### src/design/dca_pkg.sv
`timescale 1ns / 1ps

package dca_pkg;

    // widths fixed by the register map and the word fields
    localparam int unsigned PRESENT_W = 4;
    localparam int unsigned MASK_W    = 16;
    localparam int unsigned ID_W      = 4;
    localparam int unsigned PHY_W     = 2;
    localparam int unsigned MASKS     = 4;
    localparam int unsigned ADDR_W    = 5;
    localparam int unsigned DATA_W    = 32;

    // result status codes
    typedef enum logic [2:0] {
        ST_GRANTED = 3'd0,
        ST_QUEUED  = 3'd1,
        ST_NOCHG   = 3'd2,
        ST_FREED   = 3'd3,
        ST_HANDED  = 3'd4,
        ST_ERR_PHY = 3'd5
    } t_status;

    // register indexes (byte address / 4)
    typedef enum logic [2:0] {
        REG_PRESENT = 3'd0,
        REG_RSM     = 3'd1,
        REG_ALLOW0  = 3'd2,
        REG_ALLOW1  = 3'd3,
        REG_ALLOW2  = 3'd4,
        REG_ALLOW3  = 3'd5,
        REG_SPARE6  = 3'd6,
        REG_SPARE7  = 3'd7
    } t_reg;

    // command codes
    localparam logic CMD_ISSUE   = 1'b0;
    localparam logic CMD_RELEASE = 1'b1;

    // sequencer states
    typedef enum logic [2:0] {
        S_IDLE,
        S_LOOK,
        S_GRANT,
        S_RSCAN,
        S_FIN,
        S_OUT
    } t_state;

endpackage

### src/design/dma_channel_allocator_core.sv
`timescale 1ns / 1ps
// sequence: a word that changes nothing goes from S_LOOK straight to S_OUT, an issue scans
// the physical channels in S_GRANT, and a release scans the channels in S_RSCAN, then S_FIN
// throughput: one word at a time; the next word is taken only after the result word is
// accepted and the sequencer is back in S_IDLE, so result stalls hold off the next word
// scan time comes from the single compare unit stepping one physical or virtual channel a cycle
// reset (synchronous, active low): all channels idle, all physical channels free,
// phy_present = 15, request_select_mode = 0, allow masks = 0
module dma_channel_allocator_core
    import dca_pkg::*;
#(
    parameter int unsigned PHYS           = 4,
    parameter int unsigned SLAVE_CHANNELS = 16
) (
    input  logic              i_clk,
    input  logic              i_rst_n,

    // request word
    input  logic              i_in_valid,
    output logic              o_in_ready,
    input  logic              i_cmd,
    input  logic              i_channel_is_slave,
    input  logic [ID_W-1:0]   i_channel_id,

    // result word
    output logic              o_out_valid,
    input  logic              i_out_ready,
    output logic [2:0]        o_status,
    output logic [PHY_W-1:0]  o_phy_index,
    output logic              o_next_is_slave,
    output logic [ID_W-1:0]   o_next_channel_id,

    // register port
    input  logic              psel,
    input  logic              penable,
    input  logic              pwrite,
    input  logic [ADDR_W-1:0] paddr,
    input  logic [DATA_W-1:0] pwdata,
    output logic [DATA_W-1:0] prdata,
    output logic              pready
);

    // entries 0..PHYS-1 are memcpy channels, the rest slave channels
    localparam int unsigned NCHAN = PHYS + SLAVE_CHANNELS;
    localparam int unsigned CW    = $clog2(NCHAN);
    localparam int unsigned PW    = (PHYS > 1) ? $clog2(PHYS) : 1;

    // configuration registers
    logic [PRESENT_W-1:0] r_present;
    logic                 r_rsm;
    logic [MASK_W-1:0]    r_allow [MASKS];

    // channel and physical channel bookkeeping, one register per entry
    logic                 r_held [NCHAN];
    logic                 r_wait [NCHAN];
    logic [PW-1:0]        r_chphy [NCHAN];
    logic                 r_busy [PHYS];

    // sequencer
    t_state               r_state, n_state;
    logic [CW-1:0]        r_cnt, n_cnt;
    logic [CW-1:0]        r_entry;
    logic                 r_cmd;
    logic                 r_ok;
    logic [PW-1:0]        r_phy, n_phy;

    // result register
    t_status              r_status, n_status;
    logic [PHY_W-1:0]     r_res_phy, n_res_phy;
    logic                 r_nslave, n_nslave;
    logic [ID_W-1:0]      r_nid, n_nid;

    // array update strobes
    logic                 grant_we;
    logic                 queue_we;
    logic                 hand_we;
    logic                 free_we;
    logic                 fin_we;

    // input decode
    logic                 in_ok;
    logic [CW-1:0]        in_entry;

    // shared lookup and permission unit
    logic [CW-1:0]        rd_idx;
    logic                 rd_held;
    logic                 rd_wait;
    logic [PW-1:0]        rd_phy;
    logic [CW-1:0]        perm_e;
    logic [PW-1:0]        perm_p;
    logic [CW-1:0]        perm_sidx;
    logic                 perm_ok;
    logic                 scan_last;

    logic                 cfg_wr;

    // ------------------------------------------------------------------
    // register port
    // ------------------------------------------------------------------
    assign pready = 1'b1;
    assign cfg_wr = psel & penable & pwrite;

    always_ff @(posedge i_clk) begin
        if (!i_rst_n) begin
            r_present <= PRESENT_W'(15);
            r_rsm     <= 1'b0;
            for (int i = 0; i < MASKS; i++) begin
                r_allow[i] <= '0;
            end
        end else if (cfg_wr) begin
            case (t_reg'(paddr[4:2]))
                REG_PRESENT: r_present  <= pwdata[PRESENT_W-1:0];
                REG_RSM:     r_rsm      <= pwdata[0];
                REG_ALLOW0:  r_allow[0] <= pwdata[MASK_W-1:0];
                REG_ALLOW1:  r_allow[1] <= pwdata[MASK_W-1:0];
                REG_ALLOW2:  r_allow[2] <= pwdata[MASK_W-1:0];
                REG_ALLOW3:  r_allow[3] <= pwdata[MASK_W-1:0];
                default: ;
            endcase
        end
    end

    always_comb begin
        prdata = '0;
        case (t_reg'(paddr[4:2]))
            REG_PRESENT: prdata = DATA_W'(r_present);
            REG_RSM:     prdata = DATA_W'(r_rsm);
            REG_ALLOW0:  prdata = DATA_W'(r_allow[0]);
            REG_ALLOW1:  prdata = DATA_W'(r_allow[1]);
            REG_ALLOW2:  prdata = DATA_W'(r_allow[2]);
            REG_ALLOW3:  prdata = DATA_W'(r_allow[3]);
            default:     prdata = '0;
        endcase
    end

    // ------------------------------------------------------------------
    // input decode: channel ids outside the configured counts are ignored
    // ------------------------------------------------------------------
    always_comb begin
        if (i_channel_is_slave) begin
            in_ok    = ({1'b0, i_channel_id} < 5'(SLAVE_CHANNELS));
            in_entry = CW'(PHYS) + CW'(i_channel_id);
        end else begin
            in_ok    = ({1'b0, i_channel_id} < 5'(PHYS));
            in_entry = CW'(i_channel_id);
        end
    end

    // ------------------------------------------------------------------
    // shared unit: one entry read and one permission check per cycle
    // ------------------------------------------------------------------
    // the release scan walks the virtual channels, everything else looks
    // at the requesting channel
    assign rd_idx  = (r_state == S_RSCAN) ? r_cnt : r_entry;
    assign rd_held = r_held[rd_idx];
    assign rd_wait = r_wait[rd_idx];
    assign rd_phy  = r_chphy[rd_idx];

    // grant scan walks the physical channels for a fixed entry,
    // release scan walks the entries for a fixed physical channel
    assign perm_e    = (r_state == S_RSCAN) ? r_cnt : r_entry;
    assign perm_p    = (r_state == S_RSCAN) ? r_phy : r_cnt[PW-1:0];
    assign perm_sidx = perm_e - CW'(PHYS);
    // memcpy channels may use any physical channel
    assign perm_ok   = (perm_e < CW'(PHYS)) || r_rsm
                       || r_allow[2'(perm_p)][4'(perm_sidx)];

    assign scan_last = (r_state == S_RSCAN) ? (r_cnt == CW'(NCHAN - 1))
                                            : (r_cnt == CW'(PHYS - 1));

    // ------------------------------------------------------------------
    // sequencer
    // ------------------------------------------------------------------
    always_ff @(posedge i_clk) begin
        if (!i_rst_n) begin
            r_state <= S_IDLE;
        end else begin
            r_state <= n_state;
        end
    end

    always_comb begin
        n_state   = r_state;
        n_cnt     = r_cnt;
        n_phy     = r_phy;
        n_status  = r_status;
        n_res_phy = r_res_phy;
        n_nslave  = r_nslave;
        n_nid     = r_nid;
        grant_we  = 1'b0;
        queue_we  = 1'b0;
        hand_we   = 1'b0;
        free_we   = 1'b0;
        fin_we    = 1'b0;
        o_in_ready  = 1'b0;
        o_out_valid = 1'b0;

        case (r_state)
            S_IDLE: begin
                o_in_ready = 1'b1;
                if (i_in_valid) begin
                    n_state = S_LOOK;
                end
            end

            S_LOOK: begin
                n_status  = ST_NOCHG;
                n_res_phy = '0;
                n_nslave  = 1'b0;
                n_nid     = '0;
                n_cnt     = '0;
                n_state   = S_OUT;
                if (r_ok) begin
                    if (r_cmd == CMD_ISSUE) begin
                        // issue while holding or waiting changes nothing
                        if (!rd_held && !rd_wait) begin
                            n_state = S_GRANT;
                        end
                    end else if (!rd_held) begin
                        n_status = ST_ERR_PHY;
                    end else begin
                        n_phy   = rd_phy;
                        n_state = S_RSCAN;
                    end
                end
            end

            S_GRANT: begin
                // lowest present, permitted, free physical channel wins
                if (r_present[2'(r_cnt[PW-1:0])] && perm_ok && !r_busy[r_cnt[PW-1:0]]) begin
                    grant_we  = 1'b1;
                    n_status  = ST_GRANTED;
                    n_res_phy = PHY_W'(r_cnt[PW-1:0]);
                    n_state   = S_OUT;
                end else if (scan_last) begin
                    queue_we = 1'b1;
                    n_status = ST_QUEUED;
                    n_state  = S_OUT;
                end else begin
                    n_cnt = r_cnt + 1'b1;
                end
            end

            S_RSCAN: begin
                // memcpy entries come first, so the first hit is the right heir
                n_res_phy = PHY_W'(r_phy);
                if (rd_wait && perm_ok) begin
                    hand_we  = 1'b1;
                    n_status = ST_HANDED;
                    if (r_cnt >= CW'(PHYS)) begin
                        n_nslave = 1'b1;
                        n_nid    = ID_W'(r_cnt - CW'(PHYS));
                    end else begin
                        n_nslave = 1'b0;
                        n_nid    = ID_W'(r_cnt);
                    end
                    n_state = S_FIN;
                end else if (scan_last) begin
                    free_we  = 1'b1;
                    n_status = ST_FREED;
                    n_state  = S_FIN;
                end else begin
                    n_cnt = r_cnt + 1'b1;
                end
            end

            S_FIN: begin
                // releasing channel goes back to idle
                fin_we  = 1'b1;
                n_state = S_OUT;
            end

            S_OUT: begin
                o_out_valid = 1'b1;
                if (i_out_ready) begin
                    n_state = S_IDLE;
                end
            end

            default: begin
                n_state = S_IDLE;
            end
        endcase
    end

    // word capture and scan registers
    always_ff @(posedge i_clk) begin
        if (!i_rst_n) begin
            r_cnt <= '0;
        end else begin
            r_cnt <= n_cnt;
        end
    end

    always_ff @(posedge i_clk) begin
        if (o_in_ready && i_in_valid) begin
            r_cmd   <= i_cmd;
            r_ok    <= in_ok;
            r_entry <= in_ok ? in_entry : '0;
        end
        r_phy     <= n_phy;
        r_status  <= n_status;
        r_res_phy <= n_res_phy;
        r_nslave  <= n_nslave;
        r_nid     <= n_nid;
    end

    // channel and physical channel state
    always_ff @(posedge i_clk) begin
        if (!i_rst_n) begin
            for (int i = 0; i < NCHAN; i++) begin
                r_held[i]  <= 1'b0;
                r_wait[i]  <= 1'b0;
                r_chphy[i] <= '0;
            end
            for (int i = 0; i < PHYS; i++) begin
                r_busy[i] <= 1'b0;
            end
        end else begin
            if (grant_we) begin
                r_busy[r_cnt[PW-1:0]] <= 1'b1;
                r_held[r_entry]       <= 1'b1;
                r_chphy[r_entry]      <= r_cnt[PW-1:0];
            end
            if (queue_we) begin
                r_wait[r_entry] <= 1'b1;
            end
            if (hand_we) begin
                // physical channel stays busy under its new owner
                r_held[r_cnt]  <= 1'b1;
                r_wait[r_cnt]  <= 1'b0;
                r_chphy[r_cnt] <= r_phy;
            end
            if (free_we) begin
                r_busy[r_phy] <= 1'b0;
            end
            if (fin_we) begin
                r_held[r_entry] <= 1'b0;
                r_wait[r_entry] <= 1'b0;
            end
        end
    end

    // result word
    assign o_status          = r_status;
    assign o_phy_index       = r_res_phy;
    assign o_next_is_slave   = r_nslave;
    assign o_next_channel_id = r_nid;

endmodule

### config.mk
export PLATFORM = sky130hd
export DESIGN_NAME = dma_channel_allocator_core
export DESIGN_NICKNAME = d
export VERILOG_FILES = /design/src/design/dca_pkg.sv /design/src/design/dma_channel_allocator_core.sv
export SDC_FILE = /design/constraint.sdc
export NUM_CORES = 1
export LEC_CHECK = 0
export ABC_AREA = 1
export BUFFER_PORTS_ARGS = -buffer_cell sky130_fd_sc_hd__buf_4
export CAP_MARGIN = 40
export CORE_ASPECT_RATIO = 2
export CORE_UTILIZATION = 55
export DETAILED_ROUTE_END_ITERATION = 16
export HOLD_SLACK_MARGIN = 0.05
export PLACE_DENSITY = 0.79
export SLEW_MARGIN = 20
export SYNTH_ARGS = -nofsm -noshare
export SYNTH_HDL_FRONTEND = slang
export SYNTH_SLANG_ARGS = --single-unit
### constraint.sdc
create_clock -name i_clk -period 3.1 [get_ports i_clk]
set_input_delay 0.62 -clock i_clk [delete_from_list [all_inputs] [get_ports i_clk]]
set_output_delay 0.62 -clock i_clk [all_outputs]
set_load 0.005 [all_outputs]
==> results of run 1 <==
## flip-flops by register name, summed over array words and instances, names as in the netlist, 3 cells and up, named ones only
signal,flops
r_cnt,5
r_entry,5
r_wait,32
r_present,4
r_state,3
r_held,32
o_status,3
o_next_channel_id,4
r_busy,4
r_chphy,64
r_allow,64
## cells in the final DEF, fill, tap and decap left out, types with 30 or more instances in the layout
cell,synthesis,final
nand2_1,351,284
buf_4,30,201
nor2_1,245,191
edfxtp_1,172,172
nand3_1,157,118
inv_1,108,101
o21ai_0,77,71
dfxtp_1,58,55
nand4_1,53,53
nand2_2,6,47
nor2_4,9,46
buf_12,0,30
## cells by family after synthesis
group	synth area share (%)
AOI/OAI and AO/OA	8.959
xor gates and xnor gates	0.2158
muxes	0.08220
DFF	51.95
other	0.06167
and+or+nand+nor	29.86
buffers and inverters	8.261
adders and majority gates	0.6164
## worst min-delay path by stage
| stage | slack, ns | from | end | cells after the start |
|---|---|---|---|---|
| 6_report | 0.25 | i_cmd | r_cmd | 1 |
| 4_1_cts | 0.28 | i_cmd | r_cmd | 1 |
| 5_1_grt | 0.24 | i_cmd | r_cmd | 1 |
| 3_5_place_dp | 0.49 | r_busy[2] | r_busy[2] | 2 |
| 3_3_place_gp | 0.46 | r_busy[2] | r_busy[2] | 2 |
| 2_1_floorplan | 0.44 | r_busy[1] | r_busy[1] | 2 |
## power groups by stage
stage,Sequential (mW),Combinational [mW],Clock [mW]
final,3.66,4.23,2.62
after global routing,3.67,4.34,2.71
after CTS,3.63,3.34,2.53
after detailed placement,3.68,2.92,0
after global placement,3.68,2.86,0
after floorplan,3.65,1.63,0
## metal layers
layer  share of wire, %  vias up  GRT usage [%]  routed length [um]
li1                   -     5386              -                   -
met1                 29     5894          33.43               13720
met2                 50     1089          64.12               23780
met3                 11      422          7.664                5117
met4                 11        0          31.37                5179
met5                  0        -         0.9217                   0
## layout make-up
cell class	count	area [sq um]	area share (%)
inverters	117	460.4	2.795
clock inverters	10	107.6	0.6532
repair buffers	271	2671	16.22
well taps	273	341.6	2.074
flip-flops and latches	230	6335	38.46
clock buffers	25	540.5	3.281
multi-input cells	1049	6003	36.44
repair inverters	2	13.76	0.08355
## stage by stage
step	util (%)	TNS [ns]
finish	76.32	-127.90
global route	76.32	-127.25
CTS	71.10	-0.3255
detailed placement	64.33	-68.06
global placement	64.33	-57.10
floorplan	-	0
## what timing repair did
item                                   in CTS  in global routing
gates cloned                                4                  7
pin swaps                                  42                 52
resized for setup                         154                181
buffers inserted                           25                 23
setup endpoints to repair                 226                230
endpoints found under the hold margin       0                  0
## cells in the mapped netlist, types with 2 or more instances
cell      count
clkbuf_1     41
buf_4        30
a211oi_1      3
nand3_1     157
inv_1       108
dfxtp_1      58
xor2_1        2
buf_1         6
conb_1        2
a21oi_1      16
nand2_1     351
clkinv_1      3
ha_1          6
nand4_1      53
edfxtp_1    172
nor3_1        6
nor2_4        9
a22oi_1      16
nand2_4       2
o21ai_2       7
o211ai_1      4
inv_2         6
nor2_2        5
nand2_2       6
buf_6         4
a22o_1        2
o21ai_0      77
o31ai_1       2
a221oi_1      3
buf_2        24
nor2_1      245
o22ai_1      33
o21ai_1      12
==> impl_metrics.csv, run 1 <==
group,metric,value,unit
die,core_area,21590,sq um
finish,final_area,16470,sq um
die,fp-row-count,76,
synth,synth_top_area_cell,"edfxtp_1",
outcome,status,"finished, violations left",
route,via_per_inst,6.470,
pwr,power_density,637.9,nW/um^2
clock_network,cts_buffers,20,
finish,drive_gt1_share,31.28,%
critical_path,crit_slowest_cell,"edfxtp_1",
grt,grtUsageTotal,35.76,%
clock_network,hold_buffers,0,
place,place_area,13890,sq um
synth,avgSynthCellArea,8.206,sq um
timing,worst_slew_pin_slew,0.8436,ns
synth,syn_area,12180,sq um
grt,grt_pass1_wl,60820,um
pwr,seqPwrFrac,34.8,%
grt,grt-ovfl-total,0,
critical_path,crit_required,3.33,ns
pwr,power.internal,6.534,mW
critical_path,end_kind,"register",
route,vias,12791,
clock_network,clockBufferDepth,3,
finish,synthToLayoutAreaGrowth,35.27,%
clock_network,insertion_delay,0.55,ns
route,routed_wl,47800,um
synth,ys_seq_area_share,51.95,%
timing,clock_skew,0.03778,ns
critical_path,path_max_fanout,5,
finish,n_fill_cell,1227,
synth,async_flop_share,0,%
pwr,p_switching,3.974,mW
timing,slew_viol_final,0,
die,io_pins,95,
clock_network,cts.sinks,230,
finish,diodes,0,
critical_path,path_depth,19,
critical_path,crit_path_start_kind,"register",
pwr,pwr-share-clk,24.9,%
timing,relSlewSlack,43.76,%
die,die_x,107.2,um
place,dp_slack,-0.4623,ns
timing,grt_setup_unrepaired,"true",
synth,synth_warnings,0,
critical_path,crit_top_cell,"nor2_4",
pwr,power,10.51,mW
timing,fmax,0.2592,GHz
synth,ys_ff_latch,230,
grt,antenna_found_initial,0,
timing,setup_viol,231,
critical_path,reg2reg_depth,19,
timing,whs,0.2503,ns
synth,synth-edff-count,172,
synth,synth.distinct_cells,46,
synth,synth_area_leaders,"edfxtp_1 (42%), nand2_1 (11%), dfxtp_1 (9.5%), nor2_1 (7.6%), nand3_1 (6.5%)",
critical_path,crit_family,"simple AND/OR/NAND/NOR gates",
die,start_util,56.42,%
critical_path,cp-endpoint,"r_chphy[19][1]",
critical_path,reg2reg_to,"r_chphy[19][1]",
clock_network,htree_levels,1,
route,drc,0,
critical_path,r2r_setup_slack,-0.76,ns
clock_network,clk_pin_slew,0.08,ns
grt,grt_max_degree,61,
critical_path,startpoint,"r_entry[1]",
place,finalWeightedCongestion,0.9515,
critical_path,r2r_start,"r_entry[1]",
place,dpl.cell_count,1886,
clock_network,clockRootBuffer,"clkbuf_16",
pwr,irDropWorstVdd,0.6245,mV
die,dieHeight,212.4,um
timing,hold_viol,0,
die,dieArea,22780,sq um
place,port_buffers,59,
critical_path,path_cells,"nand2_4 -> clkinvlp_4 -> nor2_4 -> buf_6 -> o21ai_2 -> o22ai_2 -> nand2_1 -> nand3_2 -> nor2_2 -> nor2_4 -> inv_2 -> nor2_4 -> nand4_1 -> nand2_2 -> nand2_2 -> nor2_4 -> buf_6 -> nand3_1 -> nand2_2",
timing,fin_crit,3.858,ns
clock_network,cts_tree,"built",
route,antenna_left,0,
timing,fin_crit_sh,124.5,%
pwr,p_leak,6.895,nW
synth,yosys.area.top_type_share,42.41,%
finish,stdcell_count,1977,
outcome,violations,"negative setup slack",
critical_path,arrival,4.09,ns
critical_path,path_class,"register to register",
critical_path,cp_num_buf_inv,4,
route,routedWlPerCell,24.18,um
place,post-dp-hpwl,24760,um
pwr,switching_share,37.82,%
timing,layout_setup_ws,-0.7581,ns
route,drt_iter0_drc,1560,
grt,grt_pass1_vias,11854,
route,dr.pass1.iters,7,
pwr,combPwrFrac,40.2,%
min_path,hold_path.class,"input pin to register",
synth,synthCells,1484,
critical_path,critPathMaxStageDelay,0.55,ns
flow_run,drv_cap,0,
synth,ys.flop_type,"edfxtp_1",
finish,nets,1747,
No activity file was read; power rests on OpenSTA's default activity.
==> inputs of run 2 (changes only) <==
- PLACE_DENSITY: 0.79 -> 0.78
==> impl_metrics.csv, run 2 (synthesized netlist as in run 1, its figures left out) <==
group,metric,value,unit
route,drt_iter0_drc,1686,
timing,fin_crit,3.760,ns
timing,hold_viol,0,
die,dieArea,22780,sq um
place,finalWeightedCongestion,0.9642,
critical_path,path_class,"register to register",
flow_run,drv_cap,0,
critical_path,cp-endpoint,"r_held[11]",
route,drc,0,
clock_network,insertion_delay,0.52,ns
route,antenna_left,0,
finish,mostFrequentLayoutCell,"nand2_1",
finish,synthToLayoutAreaGrowth,37.62,%
clock_network,cts.sinks,230,
grt,grtUsageTotal,34.51,%
place,place_area,13790,sq um
finish,n_fill_cell,1171,
finish,top_regs,"r_allow: 64 flops, r_chphy: 64 flops",
timing,setup_viol,229,
grt,grt_pass1_wl,59660,um
die,start_util,56.42,%
critical_path,startpoint,"r_state[0]",
grt,grt_pass1_vias,11890,
route,vias,12822,
die,die_x,107.2,um
clock_network,cts_buffers,20,
timing,fin_crit_sh,121.3,%
clock_network,cts_tree,"built",
clock_network,clockRootBuffer,"clkbuf_16",
critical_path,path_max_fanout,7,
timing,worst_slew_pin_slew,0.8248,ns
die,core_area,21590,sq um
timing,whs,0.2814,ns
route,dr.pass1.iters,7,
pwr,p_leak,6.999,nW
timing,slew_viol_final,0,
clock_network,clk_pin_slew,0.07,ns
die,dieHeight,212.4,um
timing,layout_setup_ws,-0.6602,ns
clock_network,htree_levels,1,
grt,grt-ovfl-total,0,
place,dpl.cell_count,1878,
timing,relSlewSlack,44.86,%
critical_path,arrival,4.16,ns
place,dp_slack,-0.5169,ns
finish,layout_common_cells,"nand2_1 (279), nor2_1 (197), buf_4 (191)",
critical_path,crit_path_start_kind,"register",
timing,fmax,0.2659,GHz
critical_path,end_kind,"register",
min_path,hold_path.class,"input pin to register",
critical_path,reg2reg_depth,24,
timing,setup_tns,-85.39,ns
route,routedWlPerCell,24.09,um
grt,grt_max_degree,61,
critical_path,reg2reg_to,"r_held[11]",
clock_network,clockBufferDepth,3,
grt,antenna_found_initial,1,
finish,multi_input_area,6055,sq um
route,routed_wl,47810,um
pwr,power_density,633.8,nW/um^2
finish,utilization,77.64,%
critical_path,r2r_setup_slack,-0.66,ns
critical_path,r2r_start,"r_state[0]",
pwr,power,10.62,mW
die,fp-row-count,76,
finish,nets,1754,
die,io_pins,95,
finish,seqCellArea,6336,sq um
outcome,violations,"negative setup slack",
place,port_buffers,59,
route,via_per_inst,6.459,
critical_path,crit_required,3.50,ns
finish,stdcell_count,1985,
timing,clock_skew,0.01285,ns
timing,grt_setup_unrepaired,"true",
finish,diodes,0,
finish,final_area,16760,sq um
pwr,irDropWorstVdd,0.6208,mV
outcome,status,"finished, violations left",
place,post-dp-hpwl,24790,um
finish,drive_gt1_share,32.30,%
run 2: changes by cell type in the layout (fill, tap and decap cells not counted), sizes merged, moves of 3 or more:
cell,before,now
buf,266,269
clkinvlp,7,4
clkinv,9,12
inv,111,116
run 2: timing repair:
action | in CTS | in global routing
gates cloned | 8 | 11
buffers inserted | 43 | 14
setup endpoints to repair | 218 | 226
gates resized for setup | 183 | 183
hold buffers | 0 | 0
pin swaps | 34 | 44
run 2: how the worst min path moves through the flow:
stage / startpoint / to / slack (ns) / depth (start not counted)
after floorplan: r_busy[1] / r_busy[1] / 0.44 / 2
after global placement: r_busy[2] / r_busy[2] / 0.46 / 2
after detailed placement: r_busy[2] / r_busy[2] / 0.46 / 2
after CTS: i_cmd / r_cmd / 0.27 / 1
after global routing: i_cmd / r_cmd / 0.28 / 1
final: i_cmd / r_cmd / 0.28 / 1
run 2: power breakdown:
part	internal, mW	switching (mW)
Clock	1.34	1.22
Sequential	3.52	0.124
Combinational	1.73	2.68
run 2: layout make-up:
type,instances,area share [%]
clock inverters,15,0.7316
clock buffers,21,3.136
repair buffers,278,17.40
repair inverters,1,0.04479
flip-flops and latches,230,37.81
well taps,273,2.038
multi-input cells,1050,36.13
inverters,117,2.717
run 2: worst max-delay path, cell delays in order, from the launching register on:
cell	delay (ns)
dfxtp_4	0.38
nand3_4	0.16
buf_6	0.13
nor2_4	0.04
nor2_4	0.37
buf_8	0.23
buf_6	0.13
nor2_2	0.03
o21ai_1	0.09
o21ai_1	0.10
nand2_1	0.09
nand3_2	0.16
nor2_4	0.16
nor2_4	0.06
nand4_4	0.14
buf_8	0.17
nand2_4	0.08
inv_4	0.07
nor2_4	0.04
nor2_4	0.30
buf_12	0.20
buf_4	0.16
nand3_1	0.12
nand2_1	0.13
nand2_1	0.10
run 2: layer usage:
| layer | part of all wire, % | vias up | GRT usage, % |
|---|---|---|---|
| li1 | - | 5408 | - |
| met1 | 29 | 5908 | 31.06 |
| met2 | 49 | 1068 | 63.31 |
| met3 | 11 | 436 | 6.468 |
| met4 | 12 | 2 | 31.65 |
| met5 | 0.015 | - | 0 |
